==> config.mk <==
export PLATFORM = sky130hd
export DESIGN_NAME = cbm_decode
export DESIGN_NICKNAME = d
export VERILOG_FILES = /design/src/rtl/cbm_pkg.sv /design/src/rtl/cbm_decode.sv
export SDC_FILE = /design/constraint.sdc
export NUM_CORES = 1
export LEC_CHECK = 0
export ABC_CLOCK_PERIOD_IN_PS = 1650
export BUFFER_PORTS_ARGS = -buffer_cell sky130_fd_sc_hd__clkbuf_2
export CORE_MARGIN = 2
export CORE_UTILIZATION = 34
export CTS_CLUSTER_SIZE = 25
export DETAILED_ROUTE_END_ITERATION = 12
export HOLD_SLACK_MARGIN = 0.12
export PLACE_DENSITY = 0.73
export REMOVE_ABC_BUFFERS = 1
export SYNTH_ARGS = -nofsm -noshare
export SYNTH_HDL_FRONTEND = slang
export SYNTH_SLANG_ARGS = --single-unit
==> constraint.sdc <==
create_clock -name clk -period 1.65 [get_ports clk]
set_clock_uncertainty 0.05 [all_clocks]
set_input_delay 0.33 -clock clk [delete_from_list [all_inputs] [get_ports clk]]
set_output_delay 0.33 -clock clk [all_outputs]
set_load 0.05 [all_outputs]
==> src/rtl/cbm_pkg.sv <==
`default_nettype none

package cbm_pkg;

    localparam int WRAM_BYTES_DEF = 16384;

    localparam int ADDR_W   = 16;
    localparam int DATA_W   = 8;
    localparam int ROM_AW   = 17;
    localparam int OFF_W    = 13;
    localparam int BANK_W   = 4;

    // Address windows
    localparam logic [ADDR_W-1:0] LOW_WIN_LO   = 16'h6000;
    localparam logic [ADDR_W-1:0] LOW_WIN_HI   = 16'h7FFF;
    localparam logic [ADDR_W-1:0] HIGH_WIN_LO  = 16'hB800;
    localparam logic [ADDR_W-1:0] HIGH_WIN_HI  = 16'hD7FF;
    localparam logic [ADDR_W-1:0] BANK_WIN_LO  = 16'h8000;
    localparam logic [ADDR_W-1:0] BANK_WIN_HI  = 16'h8FFF;
    localparam logic [ADDR_W-1:0] MIRR_WIN_LO  = 16'hE000;
    localparam logic [ADDR_W-1:0] MIRR_WIN_HI  = 16'hEFFF;
    localparam logic [ADDR_W-1:0] MODE_WIN_LO  = 16'hF000;
    localparam logic [ADDR_W-1:0] ROM_WIN_LO   = 16'h8000;

    // Upper work RAM half starts here
    localparam int HIGH_WRAM_BASE = 32'h2000;

    // Fixed banks start at bank C
    localparam logic [1:0] FIXED_BANK_TOP = 2'b11;

    localparam int MIRROR_BIT_POS = 3;
    localparam int MODE_BIT_POS   = 4;

    typedef enum logic
    {
        REQ_READ  = 1'b0,
        REQ_WRITE = 1'b1
    } req_type_t;

    // Result fields decided at decode time
    typedef struct packed
    {
        logic              rom_hit;
        logic [ROM_AW-1:0] rom_addr;
        logic              wram_hit;
        logic              wram_rd;
        logic              mirror_select;
    } access_t;

endpackage

`default_nettype wire

==> src/rtl/cbm_decode.sv <==
`default_nettype none

module cbm_decode #(
    parameter int WRAM_BYTES = cbm_pkg::WRAM_BYTES_DEF
) (
    input  wire logic                          clk,
    input  wire logic                          rst_n,
    input  wire logic                          accept,
    input  wire logic                          req_type,
    input  wire logic [cbm_pkg::ADDR_W-1:0]    addr,
    input  wire logic [cbm_pkg::DATA_W-1:0]    wdata,
    output logic                               ram_en,
    output logic                               ram_we,
    output logic [$clog2(WRAM_BYTES)-1:0]      ram_addr,
    output cbm_pkg::access_t                   access
);

    localparam int WRAM_AW = $clog2(WRAM_BYTES);

    logic [cbm_pkg::BANK_W-1:0] prg_bank_reg;
    logic [cbm_pkg::BANK_W-1:0] prg_bank_next;
    logic                       mirror_bit_reg;
    logic                       mirror_bit_next;
    logic                       rom_mode_reg;
    logic                       rom_mode_next;

    logic                       is_write;
    logic                       low_win;
    logic                       high_win;
    logic [cbm_pkg::OFF_W-1:0]  off;
    logic [cbm_pkg::ADDR_W-1:0] high_diff;
    logic [WRAM_AW-1:0]         low_index;
    logic [WRAM_AW-1:0]         high_index;

    always_comb
    begin
        is_write  = (req_type == cbm_pkg::REQ_WRITE);
        low_win   = (addr >= cbm_pkg::LOW_WIN_LO) && (addr <= cbm_pkg::LOW_WIN_HI);
        high_win  = (addr >= cbm_pkg::HIGH_WIN_LO) && (addr <= cbm_pkg::HIGH_WIN_HI);
        off       = addr[cbm_pkg::OFF_W-1:0];
        high_diff = addr - cbm_pkg::HIGH_WIN_LO;
        low_index = WRAM_AW'(off);
        high_index = WRAM_AW'(cbm_pkg::HIGH_WRAM_BASE + 32'(high_diff[cbm_pkg::OFF_W-1:0]));
    end

    // Mapper register updates
    always_comb
    begin
        prg_bank_next   = prg_bank_reg;
        mirror_bit_next = mirror_bit_reg;
        rom_mode_next   = rom_mode_reg;
        if (is_write && !low_win && !high_win)
        begin
            if ((addr >= cbm_pkg::BANK_WIN_LO) && (addr <= cbm_pkg::BANK_WIN_HI))
            begin
                prg_bank_next = wdata[cbm_pkg::BANK_W-1:0];
            end
            else if ((addr >= cbm_pkg::MIRR_WIN_LO) && (addr <= cbm_pkg::MIRR_WIN_HI))
            begin
                mirror_bit_next = wdata[cbm_pkg::MIRROR_BIT_POS];
            end
            else if (addr >= cbm_pkg::MODE_WIN_LO)
            begin
                rom_mode_next = wdata[cbm_pkg::MODE_BIT_POS];
            end
        end
    end

    always_ff @(posedge clk or negedge rst_n)
    begin
        if (!rst_n)
        begin
            prg_bank_reg   <= '0;
            mirror_bit_reg <= 1'b0;
            rom_mode_reg   <= 1'b0;
        end
        else if (accept)
        begin
            prg_bank_reg   <= prg_bank_next;
            mirror_bit_reg <= mirror_bit_next;
            rom_mode_reg   <= rom_mode_next;
        end
    end

    // Access decode and RAM port control
    always_comb
    begin
        access.rom_hit       = 1'b0;
        access.rom_addr      = '0;
        access.wram_hit      = 1'b0;
        access.wram_rd       = 1'b0;
        access.mirror_select = ~mirror_bit_next;
        ram_addr             = low_win ? low_index : high_index;

        if (is_write)
        begin
            access.wram_hit = low_win || high_win;
        end
        else if (low_win)
        begin
            if (rom_mode_reg)
            begin
                access.rom_hit  = 1'b1;
                access.rom_addr = {prg_bank_reg, off};
            end
            else
            begin
                access.wram_hit = 1'b1;
                access.wram_rd  = 1'b1;
            end
        end
        else if (addr >= cbm_pkg::ROM_WIN_LO)
        begin
            if (!rom_mode_reg && high_win)
            begin
                access.wram_hit = 1'b1;
                access.wram_rd  = 1'b1;
            end
            else
            begin
                access.rom_hit  = 1'b1;
                access.rom_addr = {cbm_pkg::FIXED_BANK_TOP, addr[14:13], off};
            end
        end

        ram_en = accept && access.wram_hit;
        ram_we = is_write;
    end

endmodule

`default_nettype wire

---- Word-level counts from Yosys, hierarchy flattened ----
Index checks and enable logic that the tools add are counted.
word-level totals
  flip-flop bits (word level) ............. 6
  latch bits .............................. 0
  bits in writable memories ............... 0
  ROM bits ................................ 0
  bits of input ports ..................... 28
  output and inout bits ................... 37
  word-level logic and storage cells ...... 44
  memories kept ........................... 0
cells by class
  add/sub/neg operators ................... 2
  multiply operators ...................... 0
  divide/modulo/power cells ............... 0
  magnitude comparators ................... 9
  equality and inequality tests ........... 0
  shifts and indexed selects .............. 0
  mux-type cells .......................... 13
  bitwise gates (word level) .............. 3
  reductions and logical operators ........ 14
operators with widths
  operator                                                              number
  greater-or-equal comparator 16 bit (second input constant)            4
  2-to-1 mux 18 bit                                                     3
  less-or-equal comparator 16 bit (second input constant)               3
  2-to-1 mux 20 bit                                                     2
  greater-or-equal comparator 16 x 15 -> 1 bit (second input constant)  1
  less-or-equal comparator 16 x 15 -> 1 bit (second input constant)     1
  adder 14 x 13 -> 14 bit (first input constant)                        1
  2-to-1 mux 14 bit                                                     1
  subtractor 13 bit (second input constant)                             1
  logical AND 1 bit                                                     8
  2-to-1 mux 1 bit                                                      5
  AND reduction 5 bit                                                   1
  2-to-1 mux 2 bit                                                      2
  logical NOT 1 bit                                                     3
  NOT 1 bit                                                             3
  AND reduction 3 bit                                                   1
  logical OR 1 bit                                                      1

---- Longest topological paths before layout ----
Gate-level depths: netlist of the first run.
  depth after elaboration ................. 8
  depth in mapped cells ................... 6
  mapped depth without buffers ............ 5

---- Worst setup path after synthesis of the first run ----
OpenSTA, ideal clock, no wires.
  path type ............................... input to output
  from .................................... input addr[13] (netlist name)
  to ...................................... output access[16] (netlist name)
  data arrival time ....................... 2554 ps
  data required time ...................... 1270 ps
  setup slack ............................. -1284 ps
  stages on the path ...................... 5
  path buffers ............................ 1
  path through ............................ buf_2 and3_1 o21ai_2 a21oi_1 nor4b_1
RTL lines
  item                RTL line          text
  start: declaration  cbm_decode.sv:10  input wire logic [cbm_pkg::ADDR_W-1:0] addr,
  end: declaration    cbm_decode.sv:15  output cbm_pkg::access_t access

==> results of run 1 <==
==> metal layers <==
metal / vias to the layer above / global-route usage / wire (microns)
li1: 489 / - / -
met2: 52 / 0.405 / 1680
met3: 3 / 0.0585 / 299
met5: - / 0 / 0
met1: 472 / 0.204 / 1090
met4: 0 / 0.104 / 35
==> cells by family (layout without fill, tap and decap cells) <==
group | count (synthesis) | in the layout | share of synthesized area
AND/OR/NAND/NOR | 50 | 50 | 0.353
buffers and inverters | 20 | 95 | 0.177
AO/OA/AOI/OAI | 16 | 16 | 0.138
multiplexers | 6 | 6 | 0.0879
flip-flops | 6 | 6 | 0.199
adder cells (fa/ha/maj) | 2 | 2 | 0.0332
XOR/XNOR | 1 | 1 | 0.0116
==> through the flow <==
stage,utilization,hold WS [ps]
CTS,0.727,254
global placement,0.578,106
floorplan,-,-15.6
global route,0.793,263
detailed placement,0.578,114
finish,0.793,262
==> cell type report <==
class / count / share of cell area
repair buffers: 89 / 0.496
multi-input cells: 75 / 0.375
well taps: 28 / 0.0206
clock buffers: 3 / 0.0132
inverters: 3 / 0.00661
flip-flops and latches: 6 / 0.0882
==> final timing paths <==
| path | to | slack [ps] | depth (start not counted) |
|---|---|---|---|
| worst min-delay path | rom_mode_reg | 260 | 2 |
| max in group asynchronous | prg_bank_reg[2] | 1010 | 2 |
| worst max register to register | rom_mode_reg | 700 | 2 |
| worst min register to register | prg_bank_reg[3] | 450 | 1 |
| worst max-delay path | access[3] | -410 | 8 |
| min in group asynchronous | rom_mode_reg | 390 | 2 |
==> critical path, delay by kind of cell <==
| family | cells | cell delay, ps |
|---|---|---|
| buf+inv | 3 | 460 |
| fa+ha+maj | 1 | 170 |
| simple gates | 2 | 300 |
| compound gates | 2 | 410 |
==> layout by cell type (no fill, tap or decap), types with 2 or more instances in the layout <==
| cell | n |
|---|---|
| nor3_2 | 2 |
| mux2_2 | 5 |
| nor4_4 | 2 |
| nor2_4 | 7 |
| clkbuf_2 | 31 |
| nor2_2 | 2 |
| buf_4 | 21 |
| nor2_1 | 7 |
| clkbuf_4 | 4 |
| a31oi_1 | 2 |
| inv_2 | 2 |
| nand2_1 | 14 |
| nand4_1 | 3 |
| buf_12 | 7 |
| a21oi_2 | 3 |
| buf_8 | 11 |
| a21oi_1 | 4 |
| o21ai_0 | 2 |
| and3_4 | 2 |
| buf_6 | 10 |
| nor4b_2 | 2 |
| dfrtp_1 | 6 |
| clkbuf_8 | 7 |
==> repair_timing <==
action / in CTS / in global routing
endpoints found under the hold margin: 6 / 0
endpoints found under the setup margin: 24 / 24
gates resized for setup: 59 / 44
gates cloned: 0 / 0
hold buffers: 1 / 0
pin swaps: 12 / 12
setup buffers: 2 / 4
==> report_power, final <==
| part | internal [uW] | switching (uW) | leakage (uW) |
|---|---|---|---|
| clock | 82.6 | 57.9 | 0.0000138 |
| combinational | 275 | 387 | 0.000698 |
| sequential | 176 | 15.1 | 0.0000739 |
| total | 534 | 460 | 0.000786 |
==> results.tsv, run 1 <==
metric	value	unit
setup violators final	22	
worst-margin pin slew	296	ps
PortBufs	61	
First-pass DRT Iterations	4	
RSZ-0062 raised after global routing	yes	
first-pass GRT wire length	4150	microns
Final nets	208	
via/cell ratio	4.98	
Area contributors post-synth	dfrtp_1, buf_4, nor2_1	
H-tree Lvls	1	
# fillers	138	
Non-Filler Instances	204	
# rows	17	
syn_area_per_cell	7.47	sq um
Crit path required time	1270	ps
setup TNS	-7740	ps
max FFs per register	4	
Total Routing Usage GR	0.211	
Sink Count	6	
Clock transition at path regs	50	ps
Setup WS pre-CTS	-483	ps
crit path from	addr[11]	
Yosys warnings	0	
I/O pin count	65	
FF/Latch Area	150	sq um
Starting DRT DRC Count	8	
vias in the first global route	986	
placed insts	195	
layout cells sized above 1	0.739	
headroom to the max-slew limit	0.803	
DRC	0	
Data arrival, critical path	1680	ps
Synth top area share	0.199	
failing checks	negative setup slack	
status	complete, but fails checks	
Placer Congestion	0.819	
WL per Instance	15.2	microns
DP Area	1240	sq um
largest net degree at the start of global routing	12	
DIE WIDTH	51.1	microns
Fin. Hold Viols	0	
GRT overflow	0	
Seq/Total Area, Yosys	0.199	
Period Utilization, post-route	1.25	
min-delay src	wdata[4]	
most common cell in the synthesized netlist	nor2_1	
root buffer cell	clkbuf_4	
CORE AREA	2150	sq um
final WL	3100	microns
Worst VDD drop	0.474	mV
Mapped Cells	101	
CP max stage delay	250	ps
CTS tree	built	
Final Cell Area	1700	sq um
antenna violations before repair	0	
crit path capture type	output port	
Inserted Clock Buffers	3	
via count	1016	
Yosys top cell by area	dfrtp_1	
flops & latches, synth	6	
Synth Cell Area	754	sq um
Total Die Area	2610	sq um
Hold Crit Class	in2reg	
CP max-delay cell	a21oi_2	
Power Dens Cells	584	nW/um^2
worst-path cell chain	clkbuf_2 > ha_1 > nor3b_4 > a41oi_2 > a21oi_2 > buf_6 > nor2_1 > clkbuf_8	
fmax	485	MHz
critical path type	in2out	
post-layout minimum cycle time	2060	ps
Max-cap violations	0	
HPWL after DPL	2020	microns
synth unique cells	31	
antenna viol nets, final	0	
Pleak	0.000786	uW
Commonest cells post-synth	nor2_1, nand2_1, buf_4	
asr flop ratio synth	1.00	
Skew-Pair Late Insertion Delay	250	ps
starting utilization of the core area	0.351	
Design Power	994	uW
Reg2Reg Launch Point	rom_mode_reg	
CTS max path bufs	2	
multi-input logic area	639	sq um
Die Ht	51.1	microns
Synth Flop Type	dfrtp_1	
Worst Setup Slack, final	-410	ps
critical path peak fanout	8	
startpoint types	input port	
Slew Limit Fails	0	
Area Growth Syn to Fin	126	%
Antenna Cells	0	
EDFF count, synth	0	
Note: power is estimated with default switching activity, not from simulation.
==> run 2: changes to the inputs <==
- RECOVER_POWER: default -> 100
==> run 2 against run 1 <==
  * The run still ends with negative setup slack left
  * Power is essentially flat
  * Sequential share of layout area about the same
  * Global-route usage unchanged
  * Sequential power about the same
  * First-iteration DRC count did not move
  * Clock power is essentially flat
  * Cell area barely moved
  * Non-clock buffer count did not move
  * Critical path depth unchanged
  * Worst hold slack is essentially flat
==> results.tsv, run 2 (same netlist as run 1, synthesis figures left out) <==
metric	value	unit	change
fmax	485	MHz	about the same
Worst Hold Depth	2		unchanged
failing checks	negative setup slack		unchanged
antenna violations before repair	0		unchanged
layout cells sized above 1	0.733		was 0.739
WL per Instance	15.2	microns	about the same
First-pass DRT Iterations	4		unchanged
vias in the first global route	986		unchanged
Placer Congestion	0.819		unchanged
largest net degree at the start of global routing	12		unchanged
DP Area	1240	sq um	unchanged
Worst Setup Slack, final	-410	ps	about the same
Total Die Area	2610	sq um	unchanged
Die Ht	51.1	microns	unchanged
CTS max path bufs	2		unchanged
Starting DRT DRC Count	8		unchanged
Data arrival, critical path	1680	ps	about the same
Crit path required time	1270	ps	about the same
critical path peak fanout	8		unchanged
Hold Crit Endpoint	rom_mode_reg		unchanged
Final nets	208		unchanged
Pleak	0.000783	uW	was 0.000786 uW
Clock transition at path regs	50	ps	about the same
root buffer cell	clkbuf_4		unchanged
via/cell ratio	4.98		unchanged
H-tree Lvls	1		unchanged
crit path capture type	output port		unchanged
final WL	3100	microns	about the same
r2r endpoint	rom_mode_reg		unchanged
status	complete, but fails checks		unchanged
Reg2Reg Launch Point	rom_mode_reg		unchanged
commonest cells after routing, fill and taps aside	clkbuf_2, buf_4, nand2_1		unchanged
Final Cell Area	1700	sq um	about the same
Sink Count	6		unchanged
placed insts	195		unchanged
DIE WIDTH	51.1	microns	unchanged
RSZ-0062 raised after global routing	yes		unchanged
crit path from	addr[11]		unchanged
Fin. Hold Viols	0		unchanged
Power Dens Cells	584	nW/um^2	about the same
I/O pin count	65		unchanged
GRT overflow	0		unchanged
Worst VDD drop	0.474	mV	about the same
Area Growth Syn to Fin	126	%	about the same
DRC	0		unchanged
starting utilization of the core area	0.351		unchanged
Hold Crit Class	in2reg		unchanged
setup violators final	22		unchanged
PortBufs	61		unchanged
Max-cap violations	0		unchanged
CTS tree	built		unchanged
headroom to the max-slew limit	0.782		was 0.803
antenna viol nets, final	0		unchanged
max FFs per register	4		unchanged
startpoint types	input port		unchanged
via count	1016		unchanged
Non-Filler Instances	204		unchanged
worst-margin pin slew	327	ps	was 296 ps
Fin Hold WS	262	ps	about the same
Total Routing Usage GR	0.211		unchanged
post-layout minimum cycle time	2060	ps	about the same
critical path type	in2out		unchanged
CORE AREA	2150	sq um	unchanged
Setup WS pre-CTS	-483	ps	unchanged
post-layout util	0.792		was 0.793
Period Utilization, post-route	1.25		about the same
R2R depth	2		unchanged
min-delay src	wdata[4]		unchanged
R2R Setup Slk	700	ps	about the same
Inserted Clock Buffers	3		unchanged
Antenna Cells	0		unchanged
Slew Limit Fails	0		unchanged
most common cell after layout, fill and taps aside	clkbuf_2		unchanged
# rows	17		unchanged
Skew-Pair Late Insertion Delay	250	ps	about the same
first-pass GRT wire length	4150	microns	unchanged
HPWL after DPL	2020	microns	unchanged
-- run 2: cell counts in the layout (fill, tap and decap cells not counted) --
Identical to the previous run, type by type.
-- run 2: worst max-delay path: stages --
cell	delay (ps)
clkbuf_2	110
ha_1	170
nor3b_4	230
a41oi_2	160
a21oi_2	250
buf_6	180
nor2_1	70
clkbuf_8	170
-- run 2: timing repair --
item	4_1_cts	5_1_grt
hold buffers	1	0
hold endpoints to repair	6	0
resized for setup	59	44
setup buffers	2	4
setup endpoints to repair	24	24
pin swaps	12	12
-- run 2: final cells by class --
class	instances	area, sq um
Timing Repair Buffer	89	843
Multi-Input combinational cell	75	639
Fill cell	138	447
Sequential cell	6	150
Tap cell	28	35.0
Clock buffer	3	22.5
Inverter	3	11.3
-- run 2: power by group --
group	internal [uW]	switching (uW)	leakage, uW	total (uW)
clock network	82.6	58.3	0.0000138	141
logic	275	387	0.000695	662
registers	176	14.9	0.0000739	191
total	534	461	0.000783	994
-- run 2: metrics by stage --
| step | total power, uW | setup TNS (ps) |
|---|---|---|
| global route | 1040 | -8910 |
| finish | 994 | -7740 |
| detailed placement | 708 | -9160 |
| global placement | 695 | -7930 |
| CTS | 941 | -6870 |
| floorplan | 446 | -13160 |
-- run 2: worst max-delay path by stage --
stage / endpoint / slack [ps] / cells after the start
global route: access[3] / -460 / 8
CTS: access[14] / -340 / 8
finish: access[3] / -410 / 8
global placement: access[15] / -430 / 8
detailed placement: access[14] / -480 / 8
floorplan: access[16] / -1200 / 5
-- run 2: layer usage --
layer	routed length, microns	up-vias	share of wire	GRT usage
met4	35	0	0.011	0.104
met5	0	-	0	0
met1	1090	471	0.35	0.204
met2	1680	52	0.54	0.405
met3	298	3	0.096	0.0585
li1	-	490	-	-
